## src/rtl/assert_macros.svh

```systemverilog
// Assertion macros for the stop-and-wait receiver RTL.
// No dependencies; included by files that carry concurrent assertions.
`ifndef ASSERT_MACROS_SVH
`define ASSERT_MACROS_SVH

// Clocked check, disabled while reset is high
`define SAWR_ASSERT(lbl, clk_sig, rst_sig, prop, msg) \
  lbl: assert property (@(posedge clk_sig) disable iff (rst_sig) prop) else $error(msg);

// Clocked check that also holds during reset
`define SAWR_ASSERT_ALWAYS(lbl, clk_sig, prop, msg) \
  lbl: assert property (@(posedge clk_sig) prop) else $error(msg);

`endif

```

## src/rtl/sawr_pkg.sv

```systemverilog
// Shared types, codes and checksum functions for the stop-and-wait receiver.
// No dependencies; used by the cfg, input stage, core, output stage and top files.
`default_nettype none

package sawr_pkg;

  localparam int BYTE_COUNT_WIDTH_DEF = 32;

  localparam logic [7:0] FLG_DATA    = 8'h00;
  localparam logic [7:0] FLG_SYN     = 8'h01;
  localparam logic [7:0] FLG_ACK     = 8'h02;
  localparam logic [7:0] FLG_ACK_SYN = 8'h03;
  localparam logic [7:0] FLG_FIN     = 8'h04;
  localparam logic [7:0] FLG_FIN_ACK = 8'h05;
  localparam logic [7:0] FLG_END     = 8'h07;

  localparam logic [15:0] WAIT_TICKS_RST     = 16'd500;
  localparam logic [2:0]  TRANSFER_COUNT_RST = 3'd2;
  localparam logic [2:0]  TRANSFERS_MAX      = 3'd7;
  localparam int          APB_ADDR_WIDTH     = 3;

  typedef enum logic [0:0] {
    REG_WAIT_TICKS     = 1'b0,
    REG_TRANSFER_COUNT = 1'b1
  } reg_idx_t;

  typedef enum logic [2:0] {
    PH_SYN    = 3'd0,
    PH_ACKSYN = 3'd1,
    PH_RECV   = 3'd2,
    PH_FIN    = 3'd3,
    PH_FINACK = 3'd4,
    PH_CLOSED = 3'd5,
    PH_ERROR  = 3'd6
  } phase_t;

  typedef struct packed {
    logic [15:0] wait_ticks;
    logic [2:0]  transfer_count;
  } sawr_cfg_t;

  typedef struct packed {
    logic        mode;
    logic [15:0] rx_sum;
    logic [15:0] rx_datasize;
    logic [7:0]  rx_flag;
    logic [7:0]  rx_seq;
  } sawr_item_t;

  typedef struct packed {
    logic        send_valid;
    logic [7:0]  send_flag;
    logic [7:0]  send_seq;
    logic [15:0] send_datasize;
    logic [15:0] send_sum;
  } sawr_reply_t;

  typedef struct packed {
    sawr_reply_t reply;
    logic        payload_accept;
    logic        transfer_end;
    logic [2:0]  phase;
    logic [31:0] bytes_received;
  } sawr_result_t;

  function automatic logic [15:0] ones_fold(input logic [15:0] s, input logic [15:0] w);
    logic [16:0] t;
    t = {1'b0, s} + {1'b0, w};
    return t[16] ? (t[15:0] + 16'd1) : t[15:0];
  endfunction

  function automatic logic [15:0] hdr_sum(input logic [15:0] sum, input logic [15:0] ds,
                                          input logic [7:0] flag, input logic [7:0] seq);
    logic [15:0] s;
    s = ones_fold(16'h0000, sum);
    s = ones_fold(s, ds);
    s = ones_fold(s, {seq, flag});
    return ~s;
  endfunction

  function automatic sawr_reply_t make_reply(input logic [7:0] flag, input logic [7:0] seq,
                                             input logic [15:0] ds);
    sawr_reply_t r;
    r.send_valid    = 1'b1;
    r.send_flag     = flag;
    r.send_seq      = seq;
    r.send_datasize = ds;
    r.send_sum      = hdr_sum(16'h0000, ds, flag, seq);
    return r;
  endfunction

endpackage

`default_nettype wire

```

## src/rtl/sawr_ifs.sv

```systemverilog
// Valid/ready channel interfaces for received headers and reply results.
// No dependencies beyond the language; used by the stages and the top level.
`default_nettype none

interface sawr_in_if;
  logic        valid;
  logic        ready;
  logic        mode;
  logic [15:0] rx_sum;
  logic [15:0] rx_datasize;
  logic [7:0]  rx_flag;
  logic [7:0]  rx_seq;

  modport source(output valid, mode, rx_sum, rx_datasize, rx_flag, rx_seq, input ready);
  modport sink(input valid, mode, rx_sum, rx_datasize, rx_flag, rx_seq, output ready);
endinterface

interface sawr_out_if;
  logic        valid;
  logic        ready;
  logic        send_valid;
  logic [7:0]  send_flag;
  logic [7:0]  send_seq;
  logic [15:0] send_datasize;
  logic [15:0] send_sum;
  logic        payload_accept;
  logic        transfer_end;
  logic [2:0]  phase;
  logic [31:0] bytes_received;

  modport source(output valid, send_valid, send_flag, send_seq, send_datasize, send_sum,
                 payload_accept, transfer_end, phase, bytes_received, input ready);
  modport sink(input valid, send_valid, send_flag, send_seq, send_datasize, send_sum,
               payload_accept, transfer_end, phase, bytes_received, output ready);
endinterface

`default_nettype wire

```

## src/rtl/sawr_cfg.sv

```systemverilog
// APB-style register port holding wait_ticks and transfer_count.
// Depends on sawr_pkg.
`default_nettype none

module sawr_cfg (
  input  wire logic                                 clk,
  input  wire logic                                 rst,
  input  wire logic                                 psel,
  input  wire logic                                 penable,
  input  wire logic                                 pwrite,
  input  wire logic [sawr_pkg::APB_ADDR_WIDTH-1:0]  paddr,
  input  wire logic [31:0]                          pwdata,
  output logic      [31:0]                          prdata,
  output logic                                      pready,
  output sawr_pkg::sawr_cfg_t                       cfg
);

  sawr_pkg::reg_idx_t idx;
  logic               wr;

  assign pready = 1'b1;
  assign idx    = sawr_pkg::reg_idx_t'(paddr[2]);
  assign wr     = psel && penable && pwrite && pready;

  always_ff @(posedge clk) begin
    if (rst) begin
      cfg.wait_ticks     <= sawr_pkg::WAIT_TICKS_RST;
      cfg.transfer_count <= sawr_pkg::TRANSFER_COUNT_RST;
    end else if (wr) begin
      unique case (idx)
        sawr_pkg::REG_WAIT_TICKS:     cfg.wait_ticks     <= pwdata[15:0];
        sawr_pkg::REG_TRANSFER_COUNT: cfg.transfer_count <= pwdata[2:0];
        default: ;
      endcase
    end
  end

  always_comb begin
    unique case (idx)
      sawr_pkg::REG_WAIT_TICKS:     prdata = {16'h0000, cfg.wait_ticks};
      sawr_pkg::REG_TRANSFER_COUNT: prdata = {29'h0, cfg.transfer_count};
      default:                      prdata = 32'h0;
    endcase
  end

endmodule

`default_nettype wire

```

## src/rtl/sawr_in_stage.sv

```systemverilog
// Input register: captures one header or tick transaction per cycle while it has room.
// Depends on sawr_pkg and sawr_in_if.
`default_nettype none

module sawr_in_stage (
  input  wire logic            clk,
  input  wire logic            rst,
  sawr_in_if.sink              in_ch,
  input  wire logic            take,
  output logic                 item_valid,
  output sawr_pkg::sawr_item_t item
);

  assign in_ch.ready = !item_valid || take;

  always_ff @(posedge clk) begin
    if (rst) begin
      item_valid <= 1'b0;
    end else if (in_ch.ready) begin
      item_valid <= in_ch.valid;
    end
  end

  always_ff @(posedge clk) begin
    if (in_ch.valid && in_ch.ready) begin
      item.mode        <= in_ch.mode;
      item.rx_sum      <= in_ch.rx_sum;
      item.rx_datasize <= in_ch.rx_datasize;
      item.rx_flag     <= in_ch.rx_flag;
      item.rx_seq      <= in_ch.rx_seq;
    end
  end

endmodule

`default_nettype wire

```

## src/rtl/sawr_core.sv

```systemverilog
// Link state and per-item reply logic: handshake phases, sequence check,
// byte count and resend timer. Depends on sawr_pkg.
`default_nettype none

module sawr_core #(
  parameter int BYTE_COUNT_WIDTH = sawr_pkg::BYTE_COUNT_WIDTH_DEF
) (
  input  wire logic              clk,
  input  wire logic              rst,
  input  wire sawr_pkg::sawr_cfg_t  cfg,
  input  wire sawr_pkg::sawr_item_t item,
  input  wire logic              advance,
  output sawr_pkg::sawr_result_t res,
  output sawr_pkg::phase_t       phase
);

  localparam int WIDE = BYTE_COUNT_WIDTH + 32;

  sawr_pkg::phase_t              phase_next;
  logic [7:0]                    expected_seq, expected_seq_next;
  logic [2:0]                    transfers_done, transfers_done_next;
  logic [15:0]                   wait_timer, wait_timer_next;
  logic [15:0]                   echo_datasize, echo_datasize_next;
  logic [7:0]                    echo_seq, echo_seq_next;
  logic [BYTE_COUNT_WIDTH-1:0]   byte_total, byte_total_next, shown;
  logic [BYTE_COUNT_WIDTH:0]     byte_sum;
  logic [WIDE-1:0]               shown_wide;
  logic [16:0]                   tick_count;
  logic                          good;

  always_ff @(posedge clk) begin
    if (rst) begin
      phase          <= sawr_pkg::PH_SYN;
      expected_seq   <= '0;
      transfers_done <= '0;
      wait_timer     <= '0;
      echo_datasize  <= '0;
      echo_seq       <= '0;
      byte_total     <= '0;
    end else if (advance) begin
      phase          <= phase_next;
      expected_seq   <= expected_seq_next;
      transfers_done <= transfers_done_next;
      wait_timer     <= wait_timer_next;
      echo_datasize  <= echo_datasize_next;
      echo_seq       <= echo_seq_next;
      byte_total     <= byte_total_next;
    end
  end

  assign good = sawr_pkg::hdr_sum(item.rx_sum, item.rx_datasize, item.rx_flag,
                                  item.rx_seq) == 16'h0000;
  assign tick_count = {1'b0, wait_timer} + 17'd1;
  assign byte_sum   = {1'b0, byte_total} + (BYTE_COUNT_WIDTH + 1)'(item.rx_datasize);

  always_comb begin
    phase_next          = phase;
    expected_seq_next   = expected_seq;
    transfers_done_next = transfers_done;
    wait_timer_next     = wait_timer;
    echo_datasize_next  = echo_datasize;
    echo_seq_next       = echo_seq;
    byte_total_next     = byte_total;
    res                 = '0;
    shown               = byte_total;

    if (item.mode) begin
      if (phase == sawr_pkg::PH_ACKSYN || phase == sawr_pkg::PH_FINACK) begin
        if (tick_count > {1'b0, cfg.wait_ticks}) begin
          wait_timer_next = '0;
          res.reply = sawr_pkg::make_reply(sawr_pkg::FLG_ACK, echo_seq, echo_datasize);
        end else begin
          wait_timer_next = tick_count[15:0];
        end
      end
    end else begin
      unique case (phase)
        sawr_pkg::PH_SYN, sawr_pkg::PH_FIN: begin
          if (good && item.rx_flag == ((phase == sawr_pkg::PH_SYN) ? sawr_pkg::FLG_SYN
                                                                 : sawr_pkg::FLG_FIN)) begin
            echo_datasize_next = item.rx_datasize;
            echo_seq_next      = item.rx_seq;
            wait_timer_next    = '0;
            res.reply = sawr_pkg::make_reply(sawr_pkg::FLG_ACK, item.rx_seq,
                                             item.rx_datasize);
            phase_next = (phase == sawr_pkg::PH_SYN) ? sawr_pkg::PH_ACKSYN
                                                     : sawr_pkg::PH_FINACK;
          end
        end
        sawr_pkg::PH_ACKSYN: begin
          phase_next = (good && item.rx_flag == sawr_pkg::FLG_ACK_SYN) ? sawr_pkg::PH_RECV
                                                                       : sawr_pkg::PH_ERROR;
        end
        sawr_pkg::PH_FINACK: begin
          if (good && item.rx_flag == sawr_pkg::FLG_FIN_ACK) begin
            res.reply = sawr_pkg::make_reply(sawr_pkg::FLG_FIN_ACK, echo_seq, echo_datasize);
            phase_next = sawr_pkg::PH_CLOSED;
          end else begin
            phase_next = sawr_pkg::PH_ERROR;
          end
        end
        sawr_pkg::PH_RECV: begin
          if (item.rx_flag == sawr_pkg::FLG_DATA) begin
            if (item.rx_seq == expected_seq) begin
              byte_total_next = byte_sum[BYTE_COUNT_WIDTH] ? '1
                                                           : byte_sum[BYTE_COUNT_WIDTH-1:0];
              shown              = byte_total_next;
              res.payload_accept = 1'b1;
              res.reply = sawr_pkg::make_reply(sawr_pkg::FLG_ACK, expected_seq, 16'h0000);
              expected_seq_next  = expected_seq + 8'd1;
            end else begin
              res.reply = sawr_pkg::make_reply(sawr_pkg::FLG_ACK, expected_seq - 8'd1,
                                               16'h0000);
            end
          end else if (item.rx_flag == sawr_pkg::FLG_END && good) begin
            res.reply = sawr_pkg::make_reply(sawr_pkg::FLG_END, item.rx_seq,
                                             item.rx_datasize);
            res.transfer_end    = 1'b1;
            expected_seq_next   = '0;
            transfers_done_next = (transfers_done < sawr_pkg::TRANSFERS_MAX) ?
                                  transfers_done + 3'd1 : transfers_done;
            if (transfers_done_next >= cfg.transfer_count) begin
              phase_next = sawr_pkg::PH_FIN;
            end
            byte_total_next = '0;
          end
        end
        default: ;
      endcase
    end

    shown_wide         = WIDE'(shown);
    res.phase          = phase_next;
    res.bytes_received = shown_wide[31:0];
  end

endmodule

`default_nettype wire

```

## src/rtl/sawr_out_stage.sv

```systemverilog
// Result register: holds one reply transaction until the sink takes it.
// Depends on sawr_pkg and sawr_out_if.
`default_nettype none

module sawr_out_stage (
  input  wire logic              clk,
  input  wire logic              rst,
  input  wire logic              load,
  input  wire sawr_pkg::sawr_result_t res,
  output logic                   room,
  sawr_out_if.source             out_ch
);

  sawr_pkg::sawr_result_t res_q;
  logic                   res_valid;

  assign room = !res_valid || out_ch.ready;

  always_ff @(posedge clk) begin
    if (rst) begin
      res_valid <= 1'b0;
    end else if (room) begin
      res_valid <= load;
    end
  end

  always_ff @(posedge clk) begin
    if (room && load) begin
      res_q <= res;
    end
  end

  assign out_ch.valid          = res_valid;
  assign out_ch.send_valid     = res_q.reply.send_valid;
  assign out_ch.send_flag      = res_q.reply.send_flag;
  assign out_ch.send_seq       = res_q.reply.send_seq;
  assign out_ch.send_datasize  = res_q.reply.send_datasize;
  assign out_ch.send_sum       = res_q.reply.send_sum;
  assign out_ch.payload_accept = res_q.payload_accept;
  assign out_ch.transfer_end   = res_q.transfer_end;
  assign out_ch.phase          = res_q.phase;
  assign out_ch.bytes_received = res_q.bytes_received;

endmodule

`default_nettype wire

```

## src/rtl/stop_and_wait_receiver_top.sv

```systemverilog
// Flow: a header or tick is captured in the input register, and its result from the
// state/reply logic is loaded into the result register, which holds it for the sink.
// Throughput: one transaction per cycle while the result register has room; input
// register, state/reply logic and result register each take one item per cycle.
// Reset (rst, synchronous): phase SYN, counters, timer and byte total cleared,
// wait_ticks 500 and transfer_count 2. Depends on sawr_pkg, sawr_ifs, sub-modules.
`default_nettype none
`include "assert_macros.svh"

module stop_and_wait_receiver_top #(
  parameter int BYTE_COUNT_WIDTH = sawr_pkg::BYTE_COUNT_WIDTH_DEF
) (
  input  wire logic                                clk,
  input  wire logic                                rst,
  sawr_in_if.sink                                  in_ch,
  sawr_out_if.source                               out_ch,
  input  wire logic                                psel,
  input  wire logic                                penable,
  input  wire logic                                pwrite,
  input  wire logic [sawr_pkg::APB_ADDR_WIDTH-1:0] paddr,
  input  wire logic [31:0]                         pwdata,
  output logic      [31:0]                         prdata,
  output logic                                     pready
);

  sawr_pkg::sawr_cfg_t    cfg;
  sawr_pkg::sawr_item_t   item;
  sawr_pkg::sawr_result_t res;
  sawr_pkg::phase_t       core_phase;
  logic                   item_valid;
  logic                   room;
  logic                   take;

  assign take = item_valid && room;

  sawr_cfg u_cfg (
    .clk    (clk),
    .rst    (rst),
    .psel   (psel),
    .penable(penable),
    .pwrite (pwrite),
    .paddr  (paddr),
    .pwdata (pwdata),
    .prdata (prdata),
    .pready (pready),
    .cfg    (cfg)
  );

  sawr_in_stage u_in (
    .clk       (clk),
    .rst       (rst),
    .in_ch     (in_ch),
    .take      (take),
    .item_valid(item_valid),
    .item      (item)
  );

  sawr_core #(
    .BYTE_COUNT_WIDTH(BYTE_COUNT_WIDTH)
  ) u_core (
    .clk    (clk),
    .rst    (rst),
    .cfg    (cfg),
    .item   (item),
    .advance(take),
    .res    (res),
    .phase  (core_phase)
  );

  sawr_out_stage u_out (
    .clk   (clk),
    .rst   (rst),
    .load  (take),
    .res   (res),
    .room  (room),
    .out_ch(out_ch)
  );

  `SAWR_ASSERT(a_closed_stays, clk, rst, (core_phase == sawr_pkg::PH_CLOSED) |=> (core_phase == sawr_pkg::PH_CLOSED), "closed phase left")
  `SAWR_ASSERT(a_accept_acked, clk, rst, (out_ch.valid && (out_ch.payload_accept || out_ch.transfer_end)) |-> out_ch.send_valid, "accepted data without reply")
  `SAWR_ASSERT(a_stall_holds_item, clk, rst, (item_valid && !room) |=> item_valid, "pending item dropped")
  `SAWR_ASSERT_ALWAYS(a_reset_empty, clk, $past(rst) |-> (!item_valid && !out_ch.valid), "stage valid after reset")

endmodule

`default_nettype wire
```

## src/flat_wrapper.sv

```systemverilog
// flat-port wrapper written by rule: the top's interface ports become plain ports
module stop_and_wait_receiver_top_flat 
#(
  parameter int BYTE_COUNT_WIDTH = sawr_pkg::BYTE_COUNT_WIDTH_DEF
)
  (clk, rst, psel, penable, pwrite, paddr, pwdata, prdata, pready, in_ch_valid, in_ch_mode, in_ch_rx_sum, in_ch_rx_datasize, in_ch_rx_flag, in_ch_rx_seq, in_ch_ready, out_ch_valid, out_ch_send_valid, out_ch_send_flag, out_ch_send_seq, out_ch_send_datasize, out_ch_send_sum, out_ch_payload_accept, out_ch_transfer_end, out_ch_phase, out_ch_bytes_received, out_ch_ready);
  sawr_in_if in_ch_i ();
  sawr_out_if out_ch_i ();
  input  wire logic clk;
  input  wire logic rst;
  input  wire logic psel;
  input  wire logic penable;
  input  wire logic pwrite;
  input  wire logic [sawr_pkg::APB_ADDR_WIDTH-1:0] paddr;
  input  wire logic [31:0] pwdata;
  output logic      [31:0] prdata;
  output logic pready;
  input wire logic [$bits(in_ch_i.valid)-1:0] in_ch_valid;
  input wire logic [$bits(in_ch_i.mode)-1:0] in_ch_mode;
  input wire logic [$bits(in_ch_i.rx_sum)-1:0] in_ch_rx_sum;
  input wire logic [$bits(in_ch_i.rx_datasize)-1:0] in_ch_rx_datasize;
  input wire logic [$bits(in_ch_i.rx_flag)-1:0] in_ch_rx_flag;
  input wire logic [$bits(in_ch_i.rx_seq)-1:0] in_ch_rx_seq;
  output wire logic [$bits(in_ch_i.ready)-1:0] in_ch_ready;
  output wire logic [$bits(out_ch_i.valid)-1:0] out_ch_valid;
  output wire logic [$bits(out_ch_i.send_valid)-1:0] out_ch_send_valid;
  output wire logic [$bits(out_ch_i.send_flag)-1:0] out_ch_send_flag;
  output wire logic [$bits(out_ch_i.send_seq)-1:0] out_ch_send_seq;
  output wire logic [$bits(out_ch_i.send_datasize)-1:0] out_ch_send_datasize;
  output wire logic [$bits(out_ch_i.send_sum)-1:0] out_ch_send_sum;
  output wire logic [$bits(out_ch_i.payload_accept)-1:0] out_ch_payload_accept;
  output wire logic [$bits(out_ch_i.transfer_end)-1:0] out_ch_transfer_end;
  output wire logic [$bits(out_ch_i.phase)-1:0] out_ch_phase;
  output wire logic [$bits(out_ch_i.bytes_received)-1:0] out_ch_bytes_received;
  input wire logic [$bits(out_ch_i.ready)-1:0] out_ch_ready;
  assign in_ch_i.valid = in_ch_valid;
  assign in_ch_i.mode = in_ch_mode;
  assign in_ch_i.rx_sum = in_ch_rx_sum;
  assign in_ch_i.rx_datasize = in_ch_rx_datasize;
  assign in_ch_i.rx_flag = in_ch_rx_flag;
  assign in_ch_i.rx_seq = in_ch_rx_seq;
  assign in_ch_ready = in_ch_i.ready;
  assign out_ch_valid = out_ch_i.valid;
  assign out_ch_send_valid = out_ch_i.send_valid;
  assign out_ch_send_flag = out_ch_i.send_flag;
  assign out_ch_send_seq = out_ch_i.send_seq;
  assign out_ch_send_datasize = out_ch_i.send_datasize;
  assign out_ch_send_sum = out_ch_i.send_sum;
  assign out_ch_payload_accept = out_ch_i.payload_accept;
  assign out_ch_transfer_end = out_ch_i.transfer_end;
  assign out_ch_phase = out_ch_i.phase;
  assign out_ch_bytes_received = out_ch_i.bytes_received;
  assign out_ch_i.ready = out_ch_ready;
  stop_and_wait_receiver_top #(.BYTE_COUNT_WIDTH(BYTE_COUNT_WIDTH)) u_core (.clk(clk), .rst(rst), .in_ch(in_ch_i), .out_ch(out_ch_i), .psel(psel), .penable(penable), .pwrite(pwrite), .paddr(paddr), .pwdata(pwdata), .prdata(prdata), .pready(pready));
endmodule
```

## config.mk

```make
export PLATFORM = sky130hd
export DESIGN_NAME = stop_and_wait_receiver_top_flat
export DESIGN_NICKNAME = d
export VERILOG_FILES = /design/src/rtl/sawr_pkg.sv /design/src/rtl/sawr_ifs.sv /design/src/rtl/sawr_cfg.sv /design/src/rtl/sawr_in_stage.sv /design/src/rtl/sawr_core.sv /design/src/rtl/sawr_out_stage.sv /design/src/rtl/stop_and_wait_receiver_top.sv /design/src/flat_wrapper.sv
export VERILOG_INCLUDE_DIRS = /design/src /design/src/rtl
export SDC_FILE = /design/constraint.sdc
export NUM_CORES = 1
export LEC_CHECK = 0
export BUFFER_PORTS_ARGS = -buffer_cell sky130_fd_sc_hd__buf_2
export CORE_ASPECT_RATIO = 0.9
export CORE_MARGIN = 2
export CORE_UTILIZATION = 35
export DETAILED_ROUTE_END_ITERATION = 12
export SYNTH_ARGS = -nofsm -noshare
export SYNTH_HDL_FRONTEND = slang
export SYNTH_HIERARCHICAL = 1
export SYNTH_SLANG_ARGS = --single-unit
```

## constraint.sdc

```tcl
create_clock -name clk -period 7.7 [get_ports clk]
set_clock_uncertainty 0.1 [all_clocks]
set_input_delay 0.77 -clock clk [delete_from_list [all_inputs] [get_ports clk]]
set_output_delay 0.77 -clock clk [all_outputs]
set_load 0.01 [all_outputs]
```

==> parameters.txt, run 1 <==
Parameter                              Value

Setup path
  Slowest Stage Delay on Critical Path    0.49 ns
  Critical-path top delay cell    sky130_fd_sc_hd__a2111oi_4
  Required @ worst endpoint    about 8 ns
  Length in cells of the worst reg-to-reg path    28
  Flop2flop setup slack    around 0.43 ns
  Kind of critical path    reg2reg
  Origin of the critical flop-to-flop path    u_core/u_in/item[16]
  Max Fanout on Critical Path    8
  Data arrival, critical path    7.47 ns
  Capturing point of the worst reg2reg path    u_core/u_out/out_ch.send_sum[9]
  Type of origin of the critical path    flip-flop
  Crit path capture type    flip-flop

Floorplanning
  CORE AREA    just over 50000 um2
  Effective utilization at floorplan    between 30% and 40%
  DIE HEIGHT    between 200 and 250 um
  Number of placed I/O pins    around 210
  Chip width    244 um
  Std-Cell Rows    between 70 and 80
  Die ar.    53600 um2

GRT
  Gr usage total    21.0%
  Remaining global-route overflow    0
  Wire length of the first global-routing pass    89.0 mm
  Maximum number of pins on one net before global-route repair    just under 70
  Antenna violations before repair    0
  Number of global-route vias before repair    about 15000

Final layout
  Layout net count    roughly 2400
  Non-filler instance count after layout    around 2900
  Antenna diode instance count    0
  Fill cell instance count of the final layout    5201
  Area occupied by registers    slightly above 6000 um2
  Synth-to-layout area growth    14.1%
  Share of cells above drive strength 1    around 15%
  Multi-input gate area in the final layout    between 10000 and 15000 um2

Route
  Top metal layer carrying routed signals    met4
  Average detailed-routed wire length per instance    19.9 um
  Detailed-route DRC error count    0
  Routed wl met2    approximately 27 mm
  Routed Wire Length    between 50 and 60 mm
  Via total after detailed routing    about 16000
  Detailed-routing iteration count for the pre-antenna-repair pass    5
  Drt initial violations    1380
  Via count normalized by instance count    5.62
  Antenna Nets Post-Route    0
  Wire length the detailed router placed on met1    26.6 mm
  Total met3 wirelength after detailed routing    between 3 and 4 mm

Power and ir drop
  Net Sw Frac    32.5%
  Internal power    roughly 2.6 mW
  Switching component of the power    about 1.2 mW
  Comb power frac    between 20 and 25%
  Static Leakage    between 7 and 8 nW
  Fraction of power consumed by sequential logic    roughly two fifths
  Clk pwr share    between 30% and 40%
  Max IR drop VDD    0.000160 V
  Pwr per Cell Area    about 180 nW/um2

Synthesis
  Number of flops mapped to enable cells by yosys    between 100 and 150
  Share of synthesized registers carrying an async set or reset    0%
  Share of the synthesized area in compound gates (AO/OA/AOI/OAI)    20.2%
  Most used flip-flop cell after synthesis    sky130_fd_sc_hd__edfxtp_1
  Synthesized area divided by synthesized cell count    just under 9 um2
  Sequential element share of the synthesized area    approximately a third
  Multiplexer fraction of the synthesized cell area    about 3.6%
  Yosys warns    6
  Basic-gate share of the synthesized area counting and, or, nand and nor cells    20.4%
  Unique masters post-synth    a little over 90
  Share of synthesized cell area in full adder, half adder and majority cells    under 10%
  Post-synthesis cell count    ~2100
  Count of state elements after synthesis    roughly 240
  Post-Synth XOR/XNOR Area    slightly below 9%
  Netlist area before placement    18100 um2
  Main combinational cell family by area after synthesis    simple AND/OR/NAND/NOR gates

STA
  Hold Violations, Final    0
  Worst setup margin    roughly 0.43 ns
  Minimum clock period    slightly above 7 ns
  Number of endpoints failing setup at the final stage    0
  RSZ-0062 raised after global routing    false
  Max Transition Viols Final    0
  Rel. slew slack    ~18%
  Total negative slack    0 ns
  Post-Route Hold Slack    between 0.2 and 0.25 ns
  Achievable frequency    approximately 140 MHz
  Least-Margin Pin Slew    roughly 1.2 ns
  Ratio of final minimum period to clock period    a little over nine tenths

Clock network
  H-tree level count    1
  Clock tree root driver cell    sky130_fd_sc_hd__clkbuf_16
  Clock slew seen by the registers of the worst setup and hold paths    about 0.06 ns
  Clock insertion delay at the later pin of the skew report    between 0.6 and 0.7 ns
  Num Clock Sinks    242
  Buffer levels on the longest clock path    3
  TritonCTS Buffers    30
  Hold buffers post-CTS    0
  CTS tree    built

Placed design
  DP Wirelength    between 40 and 50 mm
  Buffers on Ports    176
  Placer's final routability congestion estimate    just over 0.9
  Placed Cells incl. Taps    ~2900
  Place WS    0.153 ns

Worst hold path
  Worst min-delay path class    in2reg
  Instance count along the most critical hold path    1
  Worst hold endpoint    u_core/u_in/item[7]
  Start point of the worst hold path    in_ch_rx_seq[7]

Run status
  Run status    finished, final reports clean

Flow run
  Max-capacitance violation count    0
through the flow:
step                total power, mW  utilization (%)  cell area (um2)
finish                         3.80             40.2            20700
global route                   3.99             40.2            20700
CTS                            3.82             40.1            20600
detailed placement             2.39             38.2            19600
global placement               2.37             38.2            19600
floorplan                      2.13                -            18200
worst max path at each step:
| stage | to | cells after the start | from | slack, ns |
|---|---|---|---|---|
| floorplan | u_core/u_out/out_ch.send_sum[9] | 27 | u_core/u_in/item[17] | 1.10 |
| global placement | u_core/u_out/out_ch.send_datasize[0] | 26 | u_core/u_in/item[16] | 0.25 |
| detailed placement | u_core/u_out/out_ch.send_datasize[0] | 26 | u_core/u_in/item[16] | 0.15 |
| CTS | u_core/u_out/out_ch.send_datasize[0] | 26 | u_core/u_in/item[16] | 0.12 |
| global route | u_core/u_core/expected_seq[2] | 28 | u_core/u_in/item[16] | 0.004 |
| finish | u_core/u_out/out_ch.send_sum[9] | 28 | u_core/u_in/item[16] | 0.43 |
power by group through the flow:
stage / Clock, mW / Sequential [mW] / Combinational, mW
after CTS: 1.46 / 1.46 / 0.911
after global placement: 0 / 1.48 / 0.891
after global routing: 1.51 / 1.46 / 1.02
after detailed placement: 0 / 1.48 / 0.906
after floorplan: 0 / 1.48 / 0.653
final: 1.41 / 1.46 / 0.936
final cells by class:
type                    instances  area share, %
clock buffers                  34           3.75
repair buffers                228           6.22
multi-input cells            1632           53.6
inverters                      75           1.36
flip-flops and latches        242           30.0
clock inverters                22           1.00
well taps                     688           4.16
layout by cell type, fill, tap and decap left out, types with 22 or more instances in the layout:
| cell type | count |
|---|---|
| sky130_fd_sc_hd__clkbuf_16 | 30 |
| sky130_fd_sc_hd__a21oi_1 | 132 |
| sky130_fd_sc_hd__nand4_1 | 38 |
| sky130_fd_sc_hd__nor2_1 | 165 |
| sky130_fd_sc_hd__a21o_1 | 36 |
| sky130_fd_sc_hd__nand3_1 | 55 |
| sky130_fd_sc_hd__nor2b_1 | 32 |
| sky130_fd_sc_hd__buf_4 | 52 |
| sky130_fd_sc_hd__and3_1 | 28 |
| sky130_fd_sc_hd__o21ai_0 | 121 |
| sky130_fd_sc_hd__edfxtp_1 | 135 |
| sky130_fd_sc_hd__buf_2 | 175 |
| sky130_fd_sc_hd__nand2b_1 | 56 |
| sky130_fd_sc_hd__a31oi_1 | 28 |
| sky130_fd_sc_hd__dfxtp_1 | 107 |
| sky130_fd_sc_hd__conb_1 | 22 |
| sky130_fd_sc_hd__and2_1 | 29 |
| sky130_fd_sc_hd__xor2_1 | 65 |
| sky130_fd_sc_hd__nor3_1 | 39 |
| sky130_fd_sc_hd__xnor2_1 | 114 |
| sky130_fd_sc_hd__inv_1 | 75 |
| sky130_fd_sc_hd__nand2_1 | 155 |
| sky130_fd_sc_hd__mux2i_1 | 56 |
| sky130_fd_sc_hd__ha_1 | 102 |
critical path, delay by kind of cell (launching register included):
family,cells,cell delay [ns]
AO/OA/AOI/OAI,16,4.00
XOR/XNOR,1,0.20
adder cells (fa/ha/maj),4,1.06
buffers and inverters,4,0.55
flip-flops,1,0.39
AND/OR/NAND/NOR,3,0.62
synthesized netlist by cell type, types with 7 or more instances:
cell type	n	share of area, %
sky130_fd_sc_hd__inv_1	75	1.6
sky130_fd_sc_hd__or2_2	11	0.38
sky130_fd_sc_hd__a21o_1	36	1.5
sky130_fd_sc_hd__a41oi_1	11	0.53
sky130_fd_sc_hd__buf_2	14	0.39
sky130_fd_sc_hd__a311oi_1	10	0.48
sky130_fd_sc_hd__nand2_1	155	3.2
sky130_fd_sc_hd__o21ai_0	121	3.3
sky130_fd_sc_hd__clkbuf_1	94	1.9
sky130_fd_sc_hd__nand2b_1	56	1.9
sky130_fd_sc_hd__and2_1	29	1.0
sky130_fd_sc_hd__o211ai_1	19	0.79
sky130_fd_sc_hd__mux2i_1	56	3.1
sky130_fd_sc_hd__a221oi_1	9	0.43
sky130_fd_sc_hd__nor2b_1	32	1.1
sky130_fd_sc_hd__xor2_1	65	3.1
sky130_fd_sc_hd__and4_1	9	0.43
sky130_fd_sc_hd__nor4b_1	7	0.34
sky130_fd_sc_hd__nor4_1	18	0.62
sky130_fd_sc_hd__nor3_1	40	1.1
sky130_fd_sc_hd__nor2_1	166	3.4
sky130_fd_sc_hd__o21bai_1	9	0.37
sky130_fd_sc_hd__and3_1	28	0.97
sky130_fd_sc_hd__a22o_1	18	0.87
sky130_fd_sc_hd__a21oi_1	134	3.7
sky130_fd_sc_hd__xnor2_1	114	5.5
sky130_fd_sc_hd__or3_1	20	0.69
sky130_fd_sc_hd__dfxtp_1	107	12
sky130_fd_sc_hd__o31ai_1	10	0.41
sky130_fd_sc_hd__ha_1	104	7.2
sky130_fd_sc_hd__mux2_2	8	0.50
sky130_fd_sc_hd__a211oi_1	19	0.79
sky130_fd_sc_hd__or4_1	7	0.29
sky130_fd_sc_hd__nor3b_1	14	0.58
sky130_fd_sc_hd__nand4_1	38	1.3
sky130_fd_sc_hd__a31oi_1	28	0.97
sky130_fd_sc_hd__a211o_1	15	0.72
sky130_fd_sc_hd__buf_4	25	1.0
sky130_fd_sc_hd__nand3_1	55	1.5
sky130_fd_sc_hd__edfxtp_1	135	22
sky130_fd_sc_hd__o2bb2ai_1	11	0.53
sky130_fd_sc_hd__o21a_1	16	0.66
per-layer routing:
layer / up-vias / track usage, %
met5: - / 0
met4: 0 / 5.30
met3: 82 / 2.87
met2: 517 / 35.1
met1: 7981 / 28.7
li1: 7832 / -
state kept, by name, summed over array words and instances (netlist names), 3 cells and up:
signal	flops
u_core/u_out/out_ch.phase	3
u_core/u_core/wait_timer	16
u_core/u_core/echo_datasize	16
u_core/u_out/out_ch.send_flag	8
u_core/u_out/out_ch.send_datasize	16
u_core/u_core/phase	3
u_core/u_core/expected_seq	8
u_core/u_core/echo_seq	8
u_core/u_core/transfers_done	3
u_core/u_out/out_ch.bytes_received	32
u_core/u_core/byte_total	32
u_core/u_in/item	49
u_core/u_out/out_ch.send_seq	8
u_core/u_cfg/cfg	19
u_core/u_out/out_ch.send_sum	16
logic make-up (layout without fill, tap and decap cells):
logic type                 count (synthesis)  count (layout)
muxes                                     64              64
adders and majority gates                107             107
xor gates and xnor gates                 179             179
other                                      3              22
and+or+nand+nor                          711             711
DFF                                      242             242
AOI/OAI and AO/OA                        549             549
buffers and inverters                    218             359
what timing repair did:
action,4_1_cts,5_1_grt
setup endpoints to repair,0,111
resized for setup,0,12
setup buffers,0,3
No activity file was read; power rests on OpenSTA's default activity.
==> inputs of run 2 (changes only) <==
Settings changed: BUFFER_PORTS_ARGS -buffer_cell sky130_fd_sc_hd__buf_2 to not set, DONT_BUFFER_PORTS set to 1, GPL_ROUTABILITY_DRIVEN set to 0.
==> parameters.txt, run 2 (synthesis gave the netlist of run 1 again) <==
Parameter                              Value

Power and ir drop
  Comb power frac    22.9%
  Net Sw Frac    around a third
  Internal power    between 2 and 3 mW
  Fraction of power consumed by sequential logic    between 30% and 40%
  Clk pwr share    a little under two fifths
  Pwr per Cell Area    188 nW/um2
  Max IR drop VDD    approximately 0.00022 V
  Static Leakage    around 7 nW
  Power after layout    3.71 mW
  Switching component of the power    1.19 mW

Clock network
  CTS tree    built
  Hold buffers post-CTS    0
  Num Clock Sinks    about 240
  TritonCTS Buffers    30
  H-tree level count    1
  Clock slew seen by the registers of the worst setup and hold paths    0.06 ns
  Clock insertion delay at the later pin of the skew report    a little under 0.6 ns
  Clock tree root driver cell    sky130_fd_sc_hd__clkbuf_16
  Buffer levels on the longest clock path    3

STA
  Least-Margin Pin Slew    1.31 ns
  Ratio of final minimum period to clock period    a little over nine tenths
  Hold Violations, Final    0
  Number of endpoints failing setup at the final stage    0
  Minimum clock period    approximately 7.3 ns
  Total negative slack    0 ns
  Rel. slew slack    approximately 13%
  Achievable frequency    137 MHz
  RSZ-0062 raised after global routing    false
  Max Transition Viols Final    0

Setup path
  Data arrival, critical path    between 7 and 8 ns
  Origin of the critical flop-to-flop path    u_core/u_in/item[17]
  Sum of buffers and inverters on the critical path    1
  Cell family contributing the most delay on the critical path    simple AND/OR/NAND/NOR gates
  Beginning of the critical path    u_core/u_in/item[17]
  Type of origin of the critical path    flip-flop
  Crit. path cell count    25
  Slowest Stage Delay on Critical Path    ~0.60 ns
  End point of the critical path    u_core/u_out/out_ch.phase[0]
  Capturing point of the worst reg2reg path    u_core/u_out/out_ch.phase[0]
  Critical-path top delay cell    sky130_fd_sc_hd__or4b_2
  Required @ worst endpoint    about 7.9 ns
  Length in cells of the worst reg-to-reg path    25
  Kind of critical path    reg2reg
  Max Fanout on Critical Path    13
  Flop2flop setup slack    about 0.38 ns
  Crit path capture type    flip-flop

Route
  Antenna Nets Post-Route    0
  Detailed-routing iteration count for the pre-antenna-repair pass    6
  Via total after detailed routing    ~16000
  Detailed-route DRC error count    0
  Average detailed-routed wire length per instance    about 20 um
  Drt initial violations    ~1300
  Via count normalized by instance count    5.73
  Routed Wire Length    between 50 and 60 mm

GRT
  Remaining global-route overflow    0
  Maximum number of pins on one net before global-route repair    between 100 and 150
  Antenna violations before repair    0
  Number of global-route vias before repair    about 15000
  Gr usage total    approximately a fifth
  Wire length of the first global-routing pass    roughly 85 mm

Floorplanning
  Die ar.    ~54000 um2
  Effective utilization at floorplan    35.3%
  Chip width    between 200 and 250 um
  DIE HEIGHT    220 um
  Std-Cell Rows    slightly below 80
  Number of placed I/O pins    about 210
  CORE AREA    roughly 51000 um2

Placed design
  Buffers on Ports    0
  DP Wirelength    ~42 mm

Final layout
  Fill cell instance count of the final layout    5206
  Synth-to-layout area growth    8.62%
  Layout net count    about 2200
  Leading cell types in the layout, fill and taps excluded    sky130_fd_sc_hd__nor2_1, sky130_fd_sc_hd__nand2_1, sky130_fd_sc_hd__edfxtp_1
  Share of cells above drive strength 1    7.28%
  Most common library cell in the layout ignoring fill and taps    sky130_fd_sc_hd__nor2_1
  Antenna diode instance count    0
  Flip-flop count of the largest register after layout    49
  Register bank with the most flops    u_core/u_in/item

Worst hold path
  Worst min-delay path class    in2reg

Flow run
  Max-capacitance violation count    0

Run status
  Run status    finished, final reports clean
-- run 2: repair_timing --
action | 4_1_cts | 5_1_grt
gates resized for setup | 0 | 14
endpoints found under the hold margin | 0 | 0
endpoints found under the setup margin | 0 | 128
setup buffers | 0 | 5
-- run 2: layer usage --
layer  global-route usage (%)  wire length [um]  up-vias
li1                         -                 -     7458
met5                        0                 0        -
met1                     26.5             24800     7492
met4                     6.52              1900        0
met2                     33.0             25400      613
met3                     3.74              3920      103
-- run 2: stage by stage --
stage	utilization (%)	hold WS (ns)	worst slack [ns]	instances	cell area, um2
after floorplan	-	0.347	1.10	2092	18200
after CTS	38.1	0.129	0.106	2730	19600
after detailed placement	36.3	0.377	0.119	2674	18700
final	38.3	0.168	0.376	2735	19700
after global routing	38.3	0.153	0.0113	2735	19700
after global placement	36.3	0.360	0.236	2674	18700
-- run 2: cell type report --
class	instances	area, um2	area share (%)
Clock buffer	38	781	3.96
Multi-Input combinational cell	1632	11100	56.3
Clock inverter	18	169	0.858
Sequential cell	242	6200	31.5
Timing Repair Buffer	42	315	1.60
Inverter	75	282	1.43
Tap cell	688	861	4.37
-- run 2: worst reg2reg max path, delay by kind of cell, from the launching register on --
| family | cells | cell delay, ns |
|---|---|---|
| compound gates | 12 | 2.47 |
| xor+xnor | 1 | 0.16 |
| fa+ha+maj | 2 | 0.62 |
| buf+inv | 1 | 0.22 |
| flops | 1 | 0.43 |
| mux | 1 | 0.24 |
| simple gates | 8 | 2.84 |
-- run 2: power by group through the flow --
stage          clock network (mW)  registers [mW]  logic, mW
2_1_floorplan                   0            1.48      0.653
3_3_place_gp                    0            1.51      0.801
3_5_place_dp                    0            1.51      0.816
4_1_cts                      1.43            1.48      0.820
5_1_grt                      1.48            1.48      0.929
6_report                     1.38            1.48      0.849
-- run 2: worst min path at each step --
stage | startpoint | to | slack, ns | cells past startpoint
3_3_place_gp | u_core/u_core/wait_timer[1] | u_core/u_core/wait_timer[1] | 0.36 | 2
5_1_grt | rst | u_core/u_in/item_valid | 0.15 | 1
3_5_place_dp | u_core/u_core/byte_total[13] | u_core/u_core/byte_total[13] | 0.38 | 1
2_1_floorplan | u_core/u_core/wait_timer[1] | u_core/u_core/wait_timer[1] | 0.35 | 2
4_1_cts | rst | u_core/u_out/out_ch.valid | 0.13 | 1
6_report | in_ch_rx_flag[0] | u_core/u_in/item[8] | 0.17 | 0
